### config.mk
export PLATFORM = sky130hd
export DESIGN_NAME = mpvc_front
export DESIGN_NICKNAME = d
export VERILOG_FILES = /design/src/design/mpvc_pkg.sv /design/src/design/mpvc_front.sv
export SDC_FILE = /design/constraint.sdc
export NUM_CORES = 1
export LEC_CHECK = 0
export ABC_AREA = 1
export BUFFER_PORTS_ARGS = -buffer_cell sky130_fd_sc_hd__clkbuf_2
export CAP_MARGIN = 20
export CORE_ASPECT_RATIO = 0.7
export CORE_UTILIZATION = 35
export DETAILED_ROUTE_END_ITERATION = 16
export PLACE_DENSITY = 0.55
export SYNTH_ARGS = -nofsm -noshare
export SYNTH_HDL_FRONTEND = slang
export SYNTH_SLANG_ARGS = --single-unit
### constraint.sdc
create_clock -name i_clk -period 7.05 [get_ports i_clk]
set_clock_uncertainty 0.15 [all_clocks]
set_input_delay 0.705 -clock i_clk [delete_from_list [all_inputs] [get_ports i_clk]]
set_output_delay 0.705 -clock i_clk [all_outputs]
set_load 0.02 [all_outputs]
### src/design/mpvc_pkg.sv
`timescale 1ns / 1ps
`default_nettype none
package mpvc_pkg;

    localparam int MAX_OBS      = 16;
    localparam int MAX_VERT     = 32;
    localparam int COORD_W      = 16;
    localparam int SAMPLE_STEPS = 20;
    localparam int NUM_POLYS    = MAX_OBS + 1;
    localparam int POLY_W       = $clog2(NUM_POLYS);
    localparam int VIDX_W       = $clog2(MAX_VERT);
    localparam int CNT_W        = VIDX_W + 1;
    localparam int ADDR_W       = POLY_W + VIDX_W;
    localparam int STEP_W       = $clog2(SAMPLE_STEPS + 1);
    localparam int NUM_W        = COORD_W + 7;
    localparam int MAG_W        = NUM_W - 1;
    localparam int RECIP_SH     = MAG_W + $clog2(SAMPLE_STEPS);
    localparam int RECIP_W      = MAG_W + 1;
    localparam longint RECIP    = ((longint'(1) << RECIP_SH) + SAMPLE_STEPS - 1) / SAMPLE_STEPS;
    localparam int QPROD_W      = MAG_W + RECIP_W;
    localparam int DIFF_W       = COORD_W + 1;
    localparam int PROD_W       = 2 * DIFF_W;

    localparam logic [1:0] KIND_LOAD    = 2'd0;
    localparam logic [1:0] KIND_POINT   = 2'd1;
    localparam logic [1:0] KIND_SEGMENT = 2'd2;
    localparam logic [1:0] KIND_NONE    = 2'd3;

    typedef enum logic [1:0] {
        OP_LOAD,
        OP_POINT,
        OP_SEGMENT
    } t_op;

    typedef struct packed {
        logic [1:0]                kind;
        logic [4:0]                polygon_id;
        logic [4:0]                vertex_index;
        logic                      last_vertex;
        logic signed [COORD_W-1:0] coord_x;
        logic signed [COORD_W-1:0] coord_y;
        logic signed [COORD_W-1:0] end_x;
        logic signed [COORD_W-1:0] end_y;
    } t_in;

    typedef struct packed {
        logic inside_border;
        logic in_obstacle;
        logic point_valid;
        logic segment_blocked;
    } t_out;

    typedef struct packed {
        t_op                       op;
        logic [POLY_W-1:0]         polygon_id;
        logic [VIDX_W-1:0]         vertex_index;
        logic                      last_vertex;
        logic signed [COORD_W-1:0] coord_x;
        logic signed [COORD_W-1:0] coord_y;
        logic signed [COORD_W-1:0] end_x;
        logic signed [COORD_W-1:0] end_y;
    } t_cmd;

endpackage
`default_nettype wire

### src/design/mpvc_front.sv
`timescale 1ns / 1ps
`default_nettype none
module mpvc_front import mpvc_pkg::*; (
    input  wire logic i_clk,
    input  wire logic i_rst_n,
    input  wire logic push,
    input  wire t_in  i_in,
    output logic      full,
    output logic      o_cmd_valid,
    output t_cmd      o_cmd,
    input  wire logic i_cmd_take
);

    t_cmd       r_q [4];
    logic [1:0] r_wp;
    logic [1:0] r_rp;
    logic [2:0] r_fill;
    logic       w_keep;
    logic       w_wr;
    t_cmd       w_cmd;

    always_comb begin
        w_keep             = 1'b1;
        w_cmd.op           = OP_LOAD;
        w_cmd.polygon_id   = i_in.polygon_id;
        w_cmd.vertex_index = i_in.vertex_index;
        w_cmd.last_vertex  = i_in.last_vertex;
        w_cmd.coord_x      = i_in.coord_x;
        w_cmd.coord_y      = i_in.coord_y;
        w_cmd.end_x        = i_in.end_x;
        w_cmd.end_y        = i_in.end_y;
        unique case (i_in.kind)
            KIND_LOAD: begin
                w_cmd.op = OP_LOAD;
                w_keep   = (i_in.polygon_id <= 5'(MAX_OBS));
            end
            KIND_POINT:   w_cmd.op = OP_POINT;
            KIND_SEGMENT: w_cmd.op = OP_SEGMENT;
            default:      w_keep   = 1'b0;
        endcase
    end

    assign full        = (r_fill == 3'd4);
    assign o_cmd_valid = (r_fill != 3'd0);
    assign o_cmd       = r_q[r_rp];
    assign w_wr        = push && !full && w_keep;

    always_ff @(posedge i_clk) begin
        if (w_wr) begin
            r_q[r_wp] <= w_cmd;
        end
    end

    always_ff @(posedge i_clk) begin
        if (!i_rst_n) begin
            r_wp   <= '0;
            r_rp   <= '0;
            r_fill <= '0;
        end else begin
            if (w_wr) begin
                r_wp <= r_wp + 2'd1;
            end
            if (i_cmd_take) begin
                r_rp <= r_rp + 2'd1;
            end
            r_fill <= r_fill + {2'b0, w_wr} - {2'b0, i_cmd_take};
        end
    end

endmodule
`default_nettype wire

After elaboration in Yosys (flattened, before gate mapping). Memory sizes are Yosys's and may differ from the RTL's. A register that Yosys moved wholly into a read port is not among the register bits. Cells that the tools add are included.

Add/sub/neg operators: 4. Multiply operators: 0. Div/mod/pow operators: 0. Order comparisons: 1. Equality and inequality tests: 3. Shift-type cells: 0. Multiplexer cells: 6. Bitwise gates (word level): 0. Reductions and logical operators: 6.

Operators by type and width (number): <= comparator 5 bit, second input constant (1); adder 2 x 1 -> 2 bit, second input constant (2); 2-to-1 mux 2 bit (2); one-hot mux 2 bit (2 select lines) (1); adder 3 x 1 -> 3 bit (1); equality test 3 bit, second input constant (1); nonzero test 3 bit (1); subtractor 3 x 1 -> 3 bit (1); equality test 2 x 1 -> 1 bit, second input constant (1); equality test 2 bit, second input constant (1); logical AND 1 bit (2); zero test 2 bit (1); 2-to-1 mux 1 bit (2); one-hot mux 1 bit (2 select lines) (1); OR reduction 2 bit (1); zero test 1 bit (1).

Flip-flop bits (word level): 7. Bits in latches: 0. RAM bits: 308. Bits in read-only memories: 0. Input bits: 81. Output and inout port bits: 79. Memories kept: 1.

Memories: r_q (depth 4, width 77, read ports 1, clocked after memory_dff 1, write ports 1, RTL line mpvc_front.sv:14) `t_cmd r_q [4];`.

Longest topological paths before layout.
Word-level depth: 6. Depth in mapped cells: 12. Gate-level depth less buffers: 12.

Least setup slack after synthesis. Ideal clock, no wire load.

Path kind: input-to-reg. From: input port i_in[75] (netlist bit). To: memory r_q[0][0] (netlist bit) (enable). Setup time: 513 ps. Arrival time: 4548 ps. Data required time: 6387 ps. Path slack: 1840 ps. Stages on the path: 6. Buffers on the path: 0. Path through: ha_1 inv_1 nand2_1 nor2_1 nand2_2 nor2_1.

Word-level cells in the longest chain between the ends: 6. Elaborated cells between the ends (all ways): 8. Classes of those cells: 2 x eq/ne; 3 x mux; 3 x reduce/logical.

Ends and longest elaborated chain: start, declared (RTL line mpvc_front.sv:7) `input wire t_in i_in,`; equality test 2 bit / equality test 2 x 1 -> 1 bit (equally long branches) (RTL line mpvc_front.sv:32) `unique case (i_in.kind)`; OR reduction 2 bit (no source line); one-hot mux 1 bit (2 select lines) (*) (RTL line mpvc_front.sv:32); logical AND 1 bit (*) (RTL line mpvc_front.sv:46) `assign w_wr = push && !full && w_keep;`; 2-to-1 mux 1 bit (*) (RTL line mpvc_front.sv:49) `if (w_wr) begin`; 2-to-1 mux 1 bit (not written as such) (*) (RTL line mpvc_front.sv:50) `r_q[r_wp] <= w_cmd;`; end, declared (RTL line mpvc_front.sv:14).

Mark *: on every way between the ends. The rest lies on a longest branch, timed or not.

==> run metrics <==
GR Overflow Total 0; most frequent cells in the layout edfxtp_1 (308), nor2_1 (162), clkbuf_2 (159); ratio of cells with drive above 1 in the final layout 22.1%; max_slew headroom 33.4%; root buf cell clkbuf_16; Cell Int Power 3270 µW; first-pass GRT wire length 40.2 mm; master of the slowest instance on the critical path dfxtp_4; Worst path max stage delay 0.98 ns; Final HPWL DP 14.4 mm; Multi-input gate area 2160 µm²; max-cap viol count 0; Die Y 156 µm; # setup viols final 0; cts-stage hold buffer count 0; CORE AREA 33500 µm²; commonest non-fill, non-tap cell in the layout edfxtp_1; CTS sink count 317; post-synth top area cell edfxtp_1; Hold Crit Class primary input to flip-flop; #FFs+latches synth 317; Reg2Reg Depth 5; critical path type flip-flop to primary output; run status complete, no violations; Psw 1040 µW; Via-to-Cell Ratio 4.88; router iterations before antenna repair 5; final period utilization 56.2%; Ys Warns 0; Util after Layout 42.2%; Reg clk slew, reported paths 0.06 ns; Crit Path Max Fanout 92; synthesized area 11900 µm²; Unique masters post-synth 22; Final #Nets 1060; full die area 34800 µm²; crit path launch type flip-flop; post-CTS setup buffers 0; fill count 3072; area growth from synthesis to layout 18.4%; port bufs 159; Total Negative Setup Slacks 0 ns; via count of the routed design 6983; pwr dens 305 nW/µm²; sequential element share of the synthesized area 79.0%; syn avg cell area 14.6 µm²; post-synth top area share 77.5%; final wirelength 26.5 mm; worst-case clock buffer depth 3; Slew Limit Fails 0; M2 GR Usage 23.7%; wire per inst 18.5 µm; hold path depth 1; Sw Share 24.1%; CTS tree done; H-tree level count 1; Logic pwr share 10.8%; Die Wd 223 µm; highest clock rate 252 MHz; Period minus WS final 3.96 ns; gr usage total 15.2%; leakage power 0.00491 µW; met3 Track Usage GR 3.76%; post-CTS resize count 0; post-synthesis cell count 817; DRT iter0 DRCs 440; vias in the first global route 6715; antenna violations before repair 5; worst path cell trace buf_4 -> o21ai_0 -> o22ai_1 -> clkbuf_2; # DRC 0; Starting Density 35.6%; clock network power share 38.2%; Routed Antenna Nets 0; Std-Cell Rows 56; GP Congestion 0.723; met1 usage 21.2%; Worst Tran Pin Value 0.999 ns; Synth area leaders edfxtp_1 (78%), o21ai_0 (6.4%), nor2_1 (5.2%), o22ai_1 (4.0%), dfxtp_1 (1.5%); Peak VDD IR 0.000194 V; pin count of the biggest net entering global routing 155; I/O Pins 160; register area 9430 µm²; WP data required 6.19 ns; RSZ-0062 raised after global routing false; Skew-Pair Late Insertion Delay 0.55 ns; final hold vios 0; CTS buffer count 30; Post-Syn Nets 909; Seq pwr share 50.9%; gr busiest metal met2; Setup crit end kind primary output; Arr. time, crit path 3.11 ns
power groups by stage:
| stage | logic, µW | clock network [µW] | registers, µW |
|---|---|---|---|
| after CTS | 476 | 1690 | 2190 |
| after global routing | 514 | 1760 | 2200 |
| after detailed placement | 475 | 0 | 2230 |
| final | 467 | 1650 | 2190 |
| after floorplan | 296 | 0 | 2230 |
| after global placement | 472 | 0 | 2230 |
per-stage QoR:
step | instance area [µm²] | worst slack [ns] | std cells | hold WS [ns] | total power (µW)
2_1_floorplan | 11900 | 1.84 | 817 | 0.262 | 2520
3_3_place_gp | 13100 | 3.30 | 1370 | 0.270 | 2710
3_5_place_dp | 13100 | 3.28 | 1370 | 0.271 | 2710
4_1_cts | 14100 | 3.00 | 1425 | 0.192 | 4360
5_1_grt | 14100 | 2.87 | 1427 | 0.201 | 4480
6_report | 14100 | 3.09 | 1432 | 0.218 | 4310
per-layer routing:
| metal | up-vias | part of all wire (%) |
|---|---|---|
| li1 | 3366 | - |
| met1 | 3414 | 47 |
| met2 | 160 | 45 |
| met3 | 43 | 6.2 |
| met4 | 0 | 2.1 |
| met5 | - | 0 |
layout make-up:
type	count	area share (%)
Sequential cell	317	66.8
Multi-Input combinational cell	431	15.3
Timing Repair Buffer	168	6.25
Clock buffer	35	5.60
Tap cell	435	3.85
Clock inverter	20	1.52
Inverter	20	0.576
Antenna cell	6	0.106
critical path: cells and delay by family, from the launching register on:
family                 cells  cell delay (ns)
AO/OA/AOI/OAI              2             0.61
buffers and inverters      2             0.92
flip-flops                 1             0.98
kinds of logic (layout without fill, tap and decap cells):
logic type / Yosys count / count (layout) / synth area share (%)
flops: 317 / 317 / 79.0
compound gates: 238 / 238 / 10.8
simple gates: 181 / 181 / 5.79
buf+inv: 69 / 243 / 3.10
fa+ha+maj: 11 / 11 / 1.22
xor+xnor: 1 / 1 / 0.0734
other cells: 0 / 6 / 0
path summary, 6_finish.rpt:
| check | slack (ns) | to | startpoint |
|---|---|---|---|
| setup / recovery | 3.09 | o_cmd[9] | flip-flop |
| hold / removal | 0.22 | r_q[0][40] | i_in[40] |
| setup reg to reg | 4.02 | r_q[3][54] | r_fill[1] |
| hold reg to reg | 0.29 | flip-flop | r_rp[1] |
flip-flops by register name, summed over array words and instances (netlist names), named ones only:
name,flops
r_q,308
r_rp,2
r_wp,2
r_fill,3
cell usage after synthesis, drive strengths merged:
library cell  count
nand2            12
o21ai           157
inv              20
nand3             2
edfxtp          308
a21oi             4
ha               10
o22ai            77
fa                1
nor3              1
nor2            166
buf              27
dfxtp             9
xnor2             1
clkbuf           22
(Power assumes the default switching activity.)
