<file path="config.mk">
export PLATFORM = sky130hd
export DESIGN_NAME = mpvc_resq
export DESIGN_NICKNAME = d
export VERILOG_FILES = /design/src/design/mpvc_pkg.sv /design/src/design/mpvc_resq.sv
export SDC_FILE = /design/constraint.sdc
export NUM_CORES = 1
export LEC_CHECK = 0
export BUFFER_PORTS_ARGS = -buffer_cell sky130_fd_sc_hd__buf_2
export CORE_UTILIZATION = 35
export CTS_CLUSTER_SIZE = 14
export DETAILED_ROUTE_END_ITERATION = 7
export GPL_TIMING_DRIVEN = 0
export SYNTH_ARGS = -nofsm -noshare
export SYNTH_HDL_FRONTEND = slang
export SYNTH_SLANG_ARGS = --single-unit
</file>
<file path="constraint.sdc">
create_clock -name i_clk -period 3.5 [get_ports i_clk]
set_input_delay 0.175 -clock i_clk [delete_from_list [all_inputs] [get_ports i_clk]]
set_output_delay 0.175 -clock i_clk [all_outputs]
set_load 0.05 [all_outputs]
</file>
<file path="src/design/mpvc_pkg.sv">
`timescale 1ns / 1ps
`default_nettype none
package mpvc_pkg;

    localparam int MAX_OBS      = 16;
    localparam int MAX_VERT     = 32;
    localparam int COORD_W      = 16;
    localparam int SAMPLE_STEPS = 20;
    localparam int NUM_POLYS    = MAX_OBS + 1;
    localparam int POLY_W       = $clog2(NUM_POLYS);
    localparam int VIDX_W       = $clog2(MAX_VERT);
    localparam int CNT_W        = VIDX_W + 1;
    localparam int ADDR_W       = POLY_W + VIDX_W;
    localparam int STEP_W       = $clog2(SAMPLE_STEPS + 1);
    localparam int NUM_W        = COORD_W + 7;
    localparam int MAG_W        = NUM_W - 1;
    localparam int RECIP_SH     = MAG_W + $clog2(SAMPLE_STEPS);
    localparam int RECIP_W      = MAG_W + 1;
    localparam longint RECIP    = ((longint'(1) << RECIP_SH) + SAMPLE_STEPS - 1) / SAMPLE_STEPS;
    localparam int QPROD_W      = MAG_W + RECIP_W;
    localparam int DIFF_W       = COORD_W + 1;
    localparam int PROD_W       = 2 * DIFF_W;

    localparam logic [1:0] KIND_LOAD    = 2'd0;
    localparam logic [1:0] KIND_POINT   = 2'd1;
    localparam logic [1:0] KIND_SEGMENT = 2'd2;
    localparam logic [1:0] KIND_NONE    = 2'd3;

    typedef enum logic [1:0] {
        OP_LOAD,
        OP_POINT,
        OP_SEGMENT
    } t_op;

    typedef struct packed {
        logic [1:0]                kind;
        logic [4:0]                polygon_id;
        logic [4:0]                vertex_index;
        logic                      last_vertex;
        logic signed [COORD_W-1:0] coord_x;
        logic signed [COORD_W-1:0] coord_y;
        logic signed [COORD_W-1:0] end_x;
        logic signed [COORD_W-1:0] end_y;
    } t_in;

    typedef struct packed {
        logic inside_border;
        logic in_obstacle;
        logic point_valid;
        logic segment_blocked;
    } t_out;

    typedef struct packed {
        t_op                       op;
        logic [POLY_W-1:0]         polygon_id;
        logic [VIDX_W-1:0]         vertex_index;
        logic                      last_vertex;
        logic signed [COORD_W-1:0] coord_x;
        logic signed [COORD_W-1:0] coord_y;
        logic signed [COORD_W-1:0] end_x;
        logic signed [COORD_W-1:0] end_y;
    } t_cmd;

endpackage
`default_nettype wire

</file>
<file path="src/design/mpvc_resq.sv">
`timescale 1ns / 1ps
`default_nettype none
module mpvc_resq import mpvc_pkg::*; (
    input  wire logic i_clk,
    input  wire logic i_rst_n,
    input  wire logic i_push,
    input  wire t_out i_res,
    output logic      o_full,
    output logic      empty,
    input  wire logic pop,
    output t_out      o_out
);

    t_out       r_q [2];
    logic       r_wp;
    logic       r_rp;
    logic [1:0] r_fill;
    logic       w_wr;
    logic       w_rd;

    assign o_full = (r_fill == 2'd2);
    assign empty  = (r_fill == 2'd0);
    assign o_out  = r_q[r_rp];
    assign w_wr   = i_push && !o_full;
    assign w_rd   = pop && !empty;

    always_ff @(posedge i_clk) begin
        if (w_wr) begin
            r_q[r_wp] <= i_res;
        end
    end

    always_ff @(posedge i_clk) begin
        if (!i_rst_n) begin
            r_wp   <= 1'b0;
            r_rp   <= 1'b0;
            r_fill <= '0;
        end else begin
            if (w_wr) begin
                r_wp <= ~r_wp;
            end
            if (w_rd) begin
                r_rp <= ~r_rp;
            end
            r_fill <= r_fill + {1'b0, w_wr} - {1'b0, w_rd};
        end
    end

endmodule
`default_nettype wire

</file>
* Word-level counts from Yosys, hierarchy flattened
Memories as Yosys holds them, arrays and structs flattened. A register that Yosys moved wholly into a read port is not among the register bits.
Index checks and enable logic that the tools add are counted.
** Operators by class
- $add $sub $neg :: 2
- Equal/unequal tests :: 1
- Muxes and demuxes :: 4
- Bitwise gates (word level) :: 2
- Reductions and logical operators :: 5
** Operators with widths (count)
- $mux 1 :: 4
- $add 2x1->2 :: 1
- $eq 2x2->1 const B :: 1
- $logic_and 1x1->1 :: 2
- $logic_not 1->1 :: 2
- $logic_not 2->1 :: 1
- $not 1->1 :: 2
- $sub 2x1->2 :: 1
** Storage, ports and cells
- Register bits :: 4
- RAM bits :: 8
- Input bits :: 8
- Output and inout bits :: 6
- Logic and storage cells :: 18
- Memories :: 1
** Memory list
- r_q :: depth 2, width 4, read ports 1, clocked after Yosys merged registers in 1, wr ports 1, line mpvc_resq.sv:14 : t_out r_q [2];

* Longest topological paths before layout
Gate-level depths: netlist of run 1.
- Word-level depth :: 5
- Mapped depth :: 8
- Gate-level depth less buffers :: 8

* Least setup slack after synthesis of run 1
No wires, ideal clock.
- Path kind :: register to register
- Start :: register r_fill[0]
- End :: register r_fill[1]
- Setup time :: 78 ps
- Arrival time :: 1467 ps
- Required time :: 3422 ps
- Path slack :: 1955 ps
- Cell stages (with the launch flop) :: 9
- Path buffers :: 0
- Period minus slack after synthesis :: 1545 ps
- Path through :: dfxtp_1 > nand2b_1 > nand2_1 > ha_1 > inv_1 > ha_1 > xor2_1 > and2_2 > nor3_1
** Between the ends
- Cells in the longest elaborated chain, start to end :: 5
- Elaborated cells on any way between the ends :: 8
- Those cells by class :: 2 x add/sub; 1 x eq/ne; 5 x reduce/logical
** Ends and longest elaborated chain
- start: declaration :: line mpvc_resq.sv:17 : logic [1:0] r_fill;
- start signal: assignment :: line mpvc_resq.sv:45 : r_fill <= r_fill + {1'b0, w_wr} - {1'b0, w_rd};
- $eq 2x2->1 :: line mpvc_resq.sv:21 : assign o_full = (r_fill == 2'd2);
- $logic_not 1->1 :: line mpvc_resq.sv:24 : assign w_wr = i_push && !o_full;
- $logic_and 1x1->1 :: line mpvc_resq.sv:24
- $add 2x1->2 :: line mpvc_resq.sv:45
- $sub 2x1->2 (*) :: line mpvc_resq.sv:45
Mark *: on every way between the ends. The rest lies on a longest branch, timed or not.
A chain may end at the register's enable or synchronous reset.

* Final worst setup path of run 1
Same ends and word-level chain as after synthesis.

==> flow_summary.ini, run 1 <==
[placement]
place_congestion = 0.6090
io_buffers = 13
dp_hpwl_um = 549.2

[worst_hold_path]
min_path_type = input pin to flop
min_from = i_res[0]
hold_end = r_q[0][0]$_DFFE_PP_
hold_depth = 1

[power_and_ir_drop]
p_seq_share_pct = 40.9
netSwitchingFraction_pct = 41.29
ir_drop_v = 0.0004154
switchingPower_w = 0.0002279
pwr-share-comb_pct = 43.5
intPower_w = 0.0003240
powerDensity_mw_per_mm2 = 873.5
p_clk_share_pct = 15.6
p_leak_nw = 0.2853

[route]
via_per_inst = 4.493
drcViolationCount = 0
wl_per_cell_um = 9.704
via_count = 319
first_pass_iters = 2
ant_nets = 0
wl_um = 689
drtIter0Drc = 2

[clock_network]
clk_pin_slew_ns = 0.07
cts_tree = yes
postCtsHoldBufs = 0
cts.sinks = 13
clk_path_buf_depth = 2
clk_latency_ns = 0.26
postCtsSetupRepairBufs = 0
cts_root_buf = clkbuf_4
htree_levels = 1
cts_buffers = 3
postCtsResizedCells = 0

[timing]
rsz0062_at_grt = no
maxSlewHeadroom_pct = 78.01
tightest_slew_ns = 0.3287
fmax_ghz = 0.5917
layout_min_cycle_time_ns = 1.690
period_share_pct = 48.29
tns_ns = 0
hold_viol = 0
whs_ns = 0.1029
finalSetupViolCount = 0
slew_violations = 0
fin_skew_ns = 0.0005964

[logic_synthesis]
synth_cell_types = 16
netlist_area_sq_um = 521.8
syn_nets = 49
yosys_register_bits = 13
ys_warn_count = 0
yosysTopAreaCellShare_pct = 46.04
synth-seq-area-share_pct = 65.23
synth.avg_cell_area_sq_um = 13.38
synth_area_leaders = edfxtp_1 46%, dfxtp_1 19%, mux2_2 8.6%
syn_inst = 39
synth_top_area_cell = edfxtp_1

[cells_and_area]
final_core_util_pct = 46.80
layout-drive-gt1-share_pct = 39.29
nNetsFinal = 67
area_delta_synth_final_pct = 21.10
nFillCells = 135
insertedDiodeCount = 0

[outcome]
run_status = complete, no violations

[die]
die_y_um = 40.61
io_pins = 14
core_sq_mm = 0.001350
start_util_pct = 38.65
die_w_um = 40.61
dieArea_sq_mm = 0.001649
row_count = 13

[critical_path]
critPathLaunchType = flop
rr_worst_depth = 8
path_class = flop to flop
reg2reg_to = r_fill[1]$_SDFF_PN0_
slowest_stage = dfxtp_1
endpoint_kind = flop
required_ns = 3.69
crit_arrival_ns = 1.88
cp_max_fo = 4
path_cells = nand2b_1, nand2_1, ha_1, inv_1, ha_1, xor2_1, and2_2, nor3_1
r2r_slack_ns = 1.81
crit_top_cell = ha_1
crit-reg2reg-launch = r_fill[0]$_SDFF_PN0_
crit_path_max_incr_delay_ns = 0.37

[grt]
grt_pass1_vias = 239
antenna_found_initial = 0
grt_pass1_wl_um = 931
overflow = 0
grt_max_degree = 8
grtUsageTotal_pct = 9.195

[run]
cap_viol_max_count = 0
## cell usage in the layout, fill, tap and decap left out
cell type  instances
nor3_1             1
inv_1              3
nor2_1             5
and2_2             1
xor2_1             1
buf_2             13
mux2i_1            1
o21a_2             1
clkbuf_1           1
and2_1             1
ha_1               2
clkbuf_4           3
nand2b_1           2
mux2_2             4
nand2_1            2
dfxtp_1            5
and3_1             1
xnor2_1            1
edfxtp_1           8
## cell families after synthesis
logic type | synth area share (%)
AND/OR/NAND/NOR | 12.23
flip-flops | 65.23
multiplexers | 10.55
buffers and inverters | 2.158
XOR/XNOR | 3.358
adder cells (fa/ha/maj) | 4.795
AO/OA/AOI/OAI | 1.679
## per-layer routing
layer	GRT usage, %	routed length (um)	part of all wire [%]
met4	7.500	0	0
met5	0	0	0
met3	3.261	34	4.9
met1	10.00	328	48
met2	14.29	326	47
## per-stage QoR
stage | instances | cell area [sq um] | worst slack [ns] | power, W
floorplan | 39 | 521.8 | 1.955 | 0.0004226
global placement | 67 | 605.6 | 1.834 | 0.0004689
detailed placement | 67 | 605.6 | 1.821 | 0.0004715
CTS | 71 | 631.9 | 1.801 | 0.0005592
global route | 71 | 631.9 | 1.716 | 0.0005852
finish | 71 | 631.9 | 1.810 | 0.0005519
## power by group through the flow
| stage | registers [W] | clock network [W] | logic, W |
|---|---|---|---|
| 6_report | 0.000226 | 0.0000863 | 0.000240 |
| 5_1_grt | 0.000230 | 0.0000985 | 0.000256 |
| 4_1_cts | 0.000227 | 0.0000900 | 0.000243 |
| 3_5_place_dp | 0.000230 | 0 | 0.000241 |
| 3_3_place_gp | 0.000229 | 0 | 0.000239 |
| 2_1_floorplan | 0.000224 | 0 | 0.000199 |
## layout make-up
| type | count | area (sq um) | share of cell area [%] |
|---|---|---|---|
| flip-flops and latches | 13 | 340.3 | 53.86 |
| multi-input cells | 23 | 170.2 | 26.93 |
| repair buffers | 13 | 65.06 | 10.30 |
| clock buffers | 4 | 26.28 | 4.158 |
| well taps | 15 | 18.77 | 2.970 |
| inverters | 3 | 11.26 | 1.782 |
## worst max-delay path by stage
stage / from / end / depth (start not counted)
after global routing: r_fill[0]$_SDFF_PN0_ / r_fill[1]$_SDFF_PN0_ / 8
after floorplan: r_fill[0]$_SDFF_PN0_ / r_fill[1]$_SDFF_PN0_ / 8
final: r_fill[0]$_SDFF_PN0_ / r_fill[1]$_SDFF_PN0_ / 8
after CTS: r_fill[0]$_SDFF_PN0_ / r_fill[1]$_SDFF_PN0_ / 8
after detailed placement: r_fill[0]$_SDFF_PN0_ / r_fill[1]$_SDFF_PN0_ / 8
after global placement: r_fill[0]$_SDFF_PN0_ / r_fill[1]$_SDFF_PN0_ / 8
## cells in the mapped netlist
| cell | n |
|---|---|
| mux2_2 | 4 |
| and2_1 | 1 |
| nor2_1 | 5 |
| mux2i_1 | 1 |
| o21a_2 | 1 |
| nand2b_1 | 2 |
| dfxtp_1 | 5 |
| nand2_1 | 2 |
| and2_2 | 1 |
| ha_1 | 2 |
| and3_1 | 1 |
| nor3_1 | 1 |
| xnor2_1 | 1 |
| xor2_1 | 1 |
| edfxtp_1 | 8 |
| inv_1 | 3 |
## worst max-delay path, delay by kind of cell (launching register included)
family,cells,cell delay [ns]
flip-flops,1,0.37
buffers and inverters,1,0.04
XOR/XNOR,1,0.15
adder cells (fa/ha/maj),2,0.46
AND/OR/NAND/NOR,4,0.58
## flip-flops by register name, summed over array words and instances (netlist names), named ones only
| register | cells |
|---|---|
| r_q | 8 |
| r_fill | 2 |
| r_rp | 1 |
| r_wp | 1 |
Note: power is estimated with default switching activity, not from simulation.
==> run 2: changes to the inputs <==
==> constraint.sdc (replaced) <==
create_clock -name i_clk -period 1.7 [get_ports i_clk]
set_input_delay 0.085 -clock i_clk [delete_from_list [all_inputs] [get_ports i_clk]]
set_output_delay 0.085 -clock i_clk [all_outputs]
set_load 0.05 [all_outputs]
==> run 2 against run 1 <==
  * Non-clock buffer count increased by 2
  * Total power is 110% higher
  * Via count up 1.6%
  * Clock-buffer cell count unchanged
  * Critical path depth down 1
  * Register-to-register slack got worse by 1.8 ns
  * Sequential share of layout area shrank 2.4 points
  * Utilization up 2.3 points
  * Hold slack worse by 0.087 ns
  * Die area did not move
  * Critical endpoint unchanged
  * Largest cell class unchanged
==> flow_summary.ini, run 2 (same netlist as run 1, synthesis figures left out) <==
[critical_path]
critical-path-top-delay-family = adder cells
r2r_slack_ns = 0.05
path_depth = 7
required_ns = 1.89
cp_max_fo = 5
startpoint = r_fill[1]$_SDFF_PN0_
crit_top_cell = ha_1
path_class = flop to flop
crit_arrival_ns = 1.83
path_cells = o21a_2, ha_1, inv_1, ha_1, xor2_1, and2_2, nor3_1
endpoint_kind = flop
reg2reg_to = r_fill[1]$_SDFF_PN0_
crit_path_max_incr_delay_ns = 0.37
crit-reg2reg-launch = r_fill[1]$_SDFF_PN0_
crit_end = r_fill[1]$_SDFF_PN0_
critPathLaunchType = flop
rr_worst_depth = 7
cp_num_buf_inv = 1
slowest_stage = dfxtp_1

[timing]
postLayoutSetupSlackWorst_ns = 0.05462
tns_ns = 0
slew_violations = 0
period_share_pct = 96.79
layout_min_cycle_time_ns = 1.645
fin_skew_ns = 0.0007749
fmax_ghz = 0.6078
hold_viol = 0
maxSlewHeadroom_pct = 77.44
rsz0062_at_grt = no
finalSetupViolCount = 0
tightest_slew_ns = 0.3372

[run]
cap_viol_max_count = 0

[clock_network]
clk_path_buf_depth = 2
cts_tree = yes
cts_buffers = 3
postCtsSetupRepairBufs = 0
cts.sinks = 13
htree_levels = 1
clk_pin_slew_ns = 0.07
cts_root_buf = clkbuf_4
clk_latency_ns = 0.26

[placement]
io_buffers = 13
place_congestion = 0.6090
pre_cts_slack_ns = 0.02109
dp_hpwl_um = 549.2

[die]
die_w_um = 40.61
start_util_pct = 38.65
io_pins = 14
dieArea_sq_mm = 0.001649
die_y_um = 40.61
core_sq_mm = 0.001350
row_count = 13

[power_and_ir_drop]
ir_drop_v = 0.0008392
p_leak_nw = 0.2972
powerDensity_mw_per_mm2 = 1757

[cells_and_area]
layout-drive-gt1-share_pct = 43.10
insertedDiodeCount = 0
largest_reg_flops = 8
area_delta_synth_final_pct = 27.10
final_common_cell = buf_2
top_register = r_q
nFillCells = 134
top_regs = r_q: 8 flops, r_fill: 2 flops
layout_common_cells = 13 x buf_2, 8 x edfxtp_1, 5 x nor2_1
final_core_util_pct = 49.12
nNetsFinal = 69

[route]
drtIter0Drc = 4
first_pass_iters = 2
wl_per_cell_um = 10.30
drcViolationCount = 0
via_per_inst = 4.438
wl_um = 752
via_count = 324
ant_nets = 0

[grt]
grt_max_degree = 8
grt_pass1_vias = 239
grt_pass1_wl_um = 931
grtUsageTotal_pct = 9.195
antenna_found_initial = 0
overflow = 0

[outcome]
run_status = complete, no violations

[worst_hold_path]
min_path_type = input pin to flop
run 2: final cells by class:
cell class / instances / area, sq um / area share (%)
flip-flops and latches: 13 / 341.6 / 51.51
multi-input cells: 23 / 180.2 / 27.17
repair buffers: 15 / 85.08 / 12.83
clock buffers: 4 / 26.28 / 3.962
well taps: 15 / 18.77 / 2.830
inverters: 3 / 11.26 / 1.698
run 2: repair_timing:
item                       CTS  global route
gates resized for setup      0             3
hold buffers                 0             2
setup endpoints to repair    0             1
hold endpoints to repair     0             4
run 2: power breakdown:
part	internal, W	leakage, nW	switching (W)
logic	0.000174	0.166	0.000338
registers	0.000420	0.116	0.0000557
clock network	0.0000906	0.0150	0.0000874
total	0.000684	0.297	0.000481
run 2: worst register-to-register path: cells and delay by family, from the launching register on:
family | cells | cell delay (ns)
adders and majority gates | 2 | 0.44
DFF | 1 | 0.37
and+or+nand+nor | 2 | 0.31
AOI/OAI and AO/OA | 1 | 0.25
xor gates and xnor gates | 1 | 0.16
buffers and inverters | 1 | 0.04
run 2: worst min path at each step:
stage	endpoint	cells after the start	from
floorplan	r_q[0][0]$_DFFE_PP_	0	i_res[0]
global placement	r_q[0][0]$_DFFE_PP_	1	i_res[0]
detailed placement	r_q[0][0]$_DFFE_PP_	1	i_res[0]
CTS	r_q[0][0]$_DFFE_PP_	1	i_res[0]
global route	r_q[1][1]$_DFFE_PP_	1	i_res[1]
finish	r_q[1][1]$_DFFE_PP_	1	i_res[1]
run 2: through the flow:
step | total power (W) | hold WS, ns | area [sq um] | cells
2_1_floorplan | 0.0008701 | 0.1839 | 521.8 | 39
3_3_place_gp | 0.0009653 | 0.2739 | 605.6 | 67
3_5_place_dp | 0.0009707 | 0.2795 | 605.6 | 67
4_1_cts | 0.001151 | 0.002689 | 631.9 | 71
5_1_grt | 0.001235 | 0.004488 | 663.1 | 73
6_report | 0.001165 | 0.01552 | 663.1 | 73
run 2: layer usage:
layer  GRT usage, %  vias up  part of all wire [%]
met2          14.29        8                    51
met3          3.261        0                   4.5
met5              0        -                     0
met4          7.500        0                     0
li1               -      170                     -
met1          10.00      146                    45
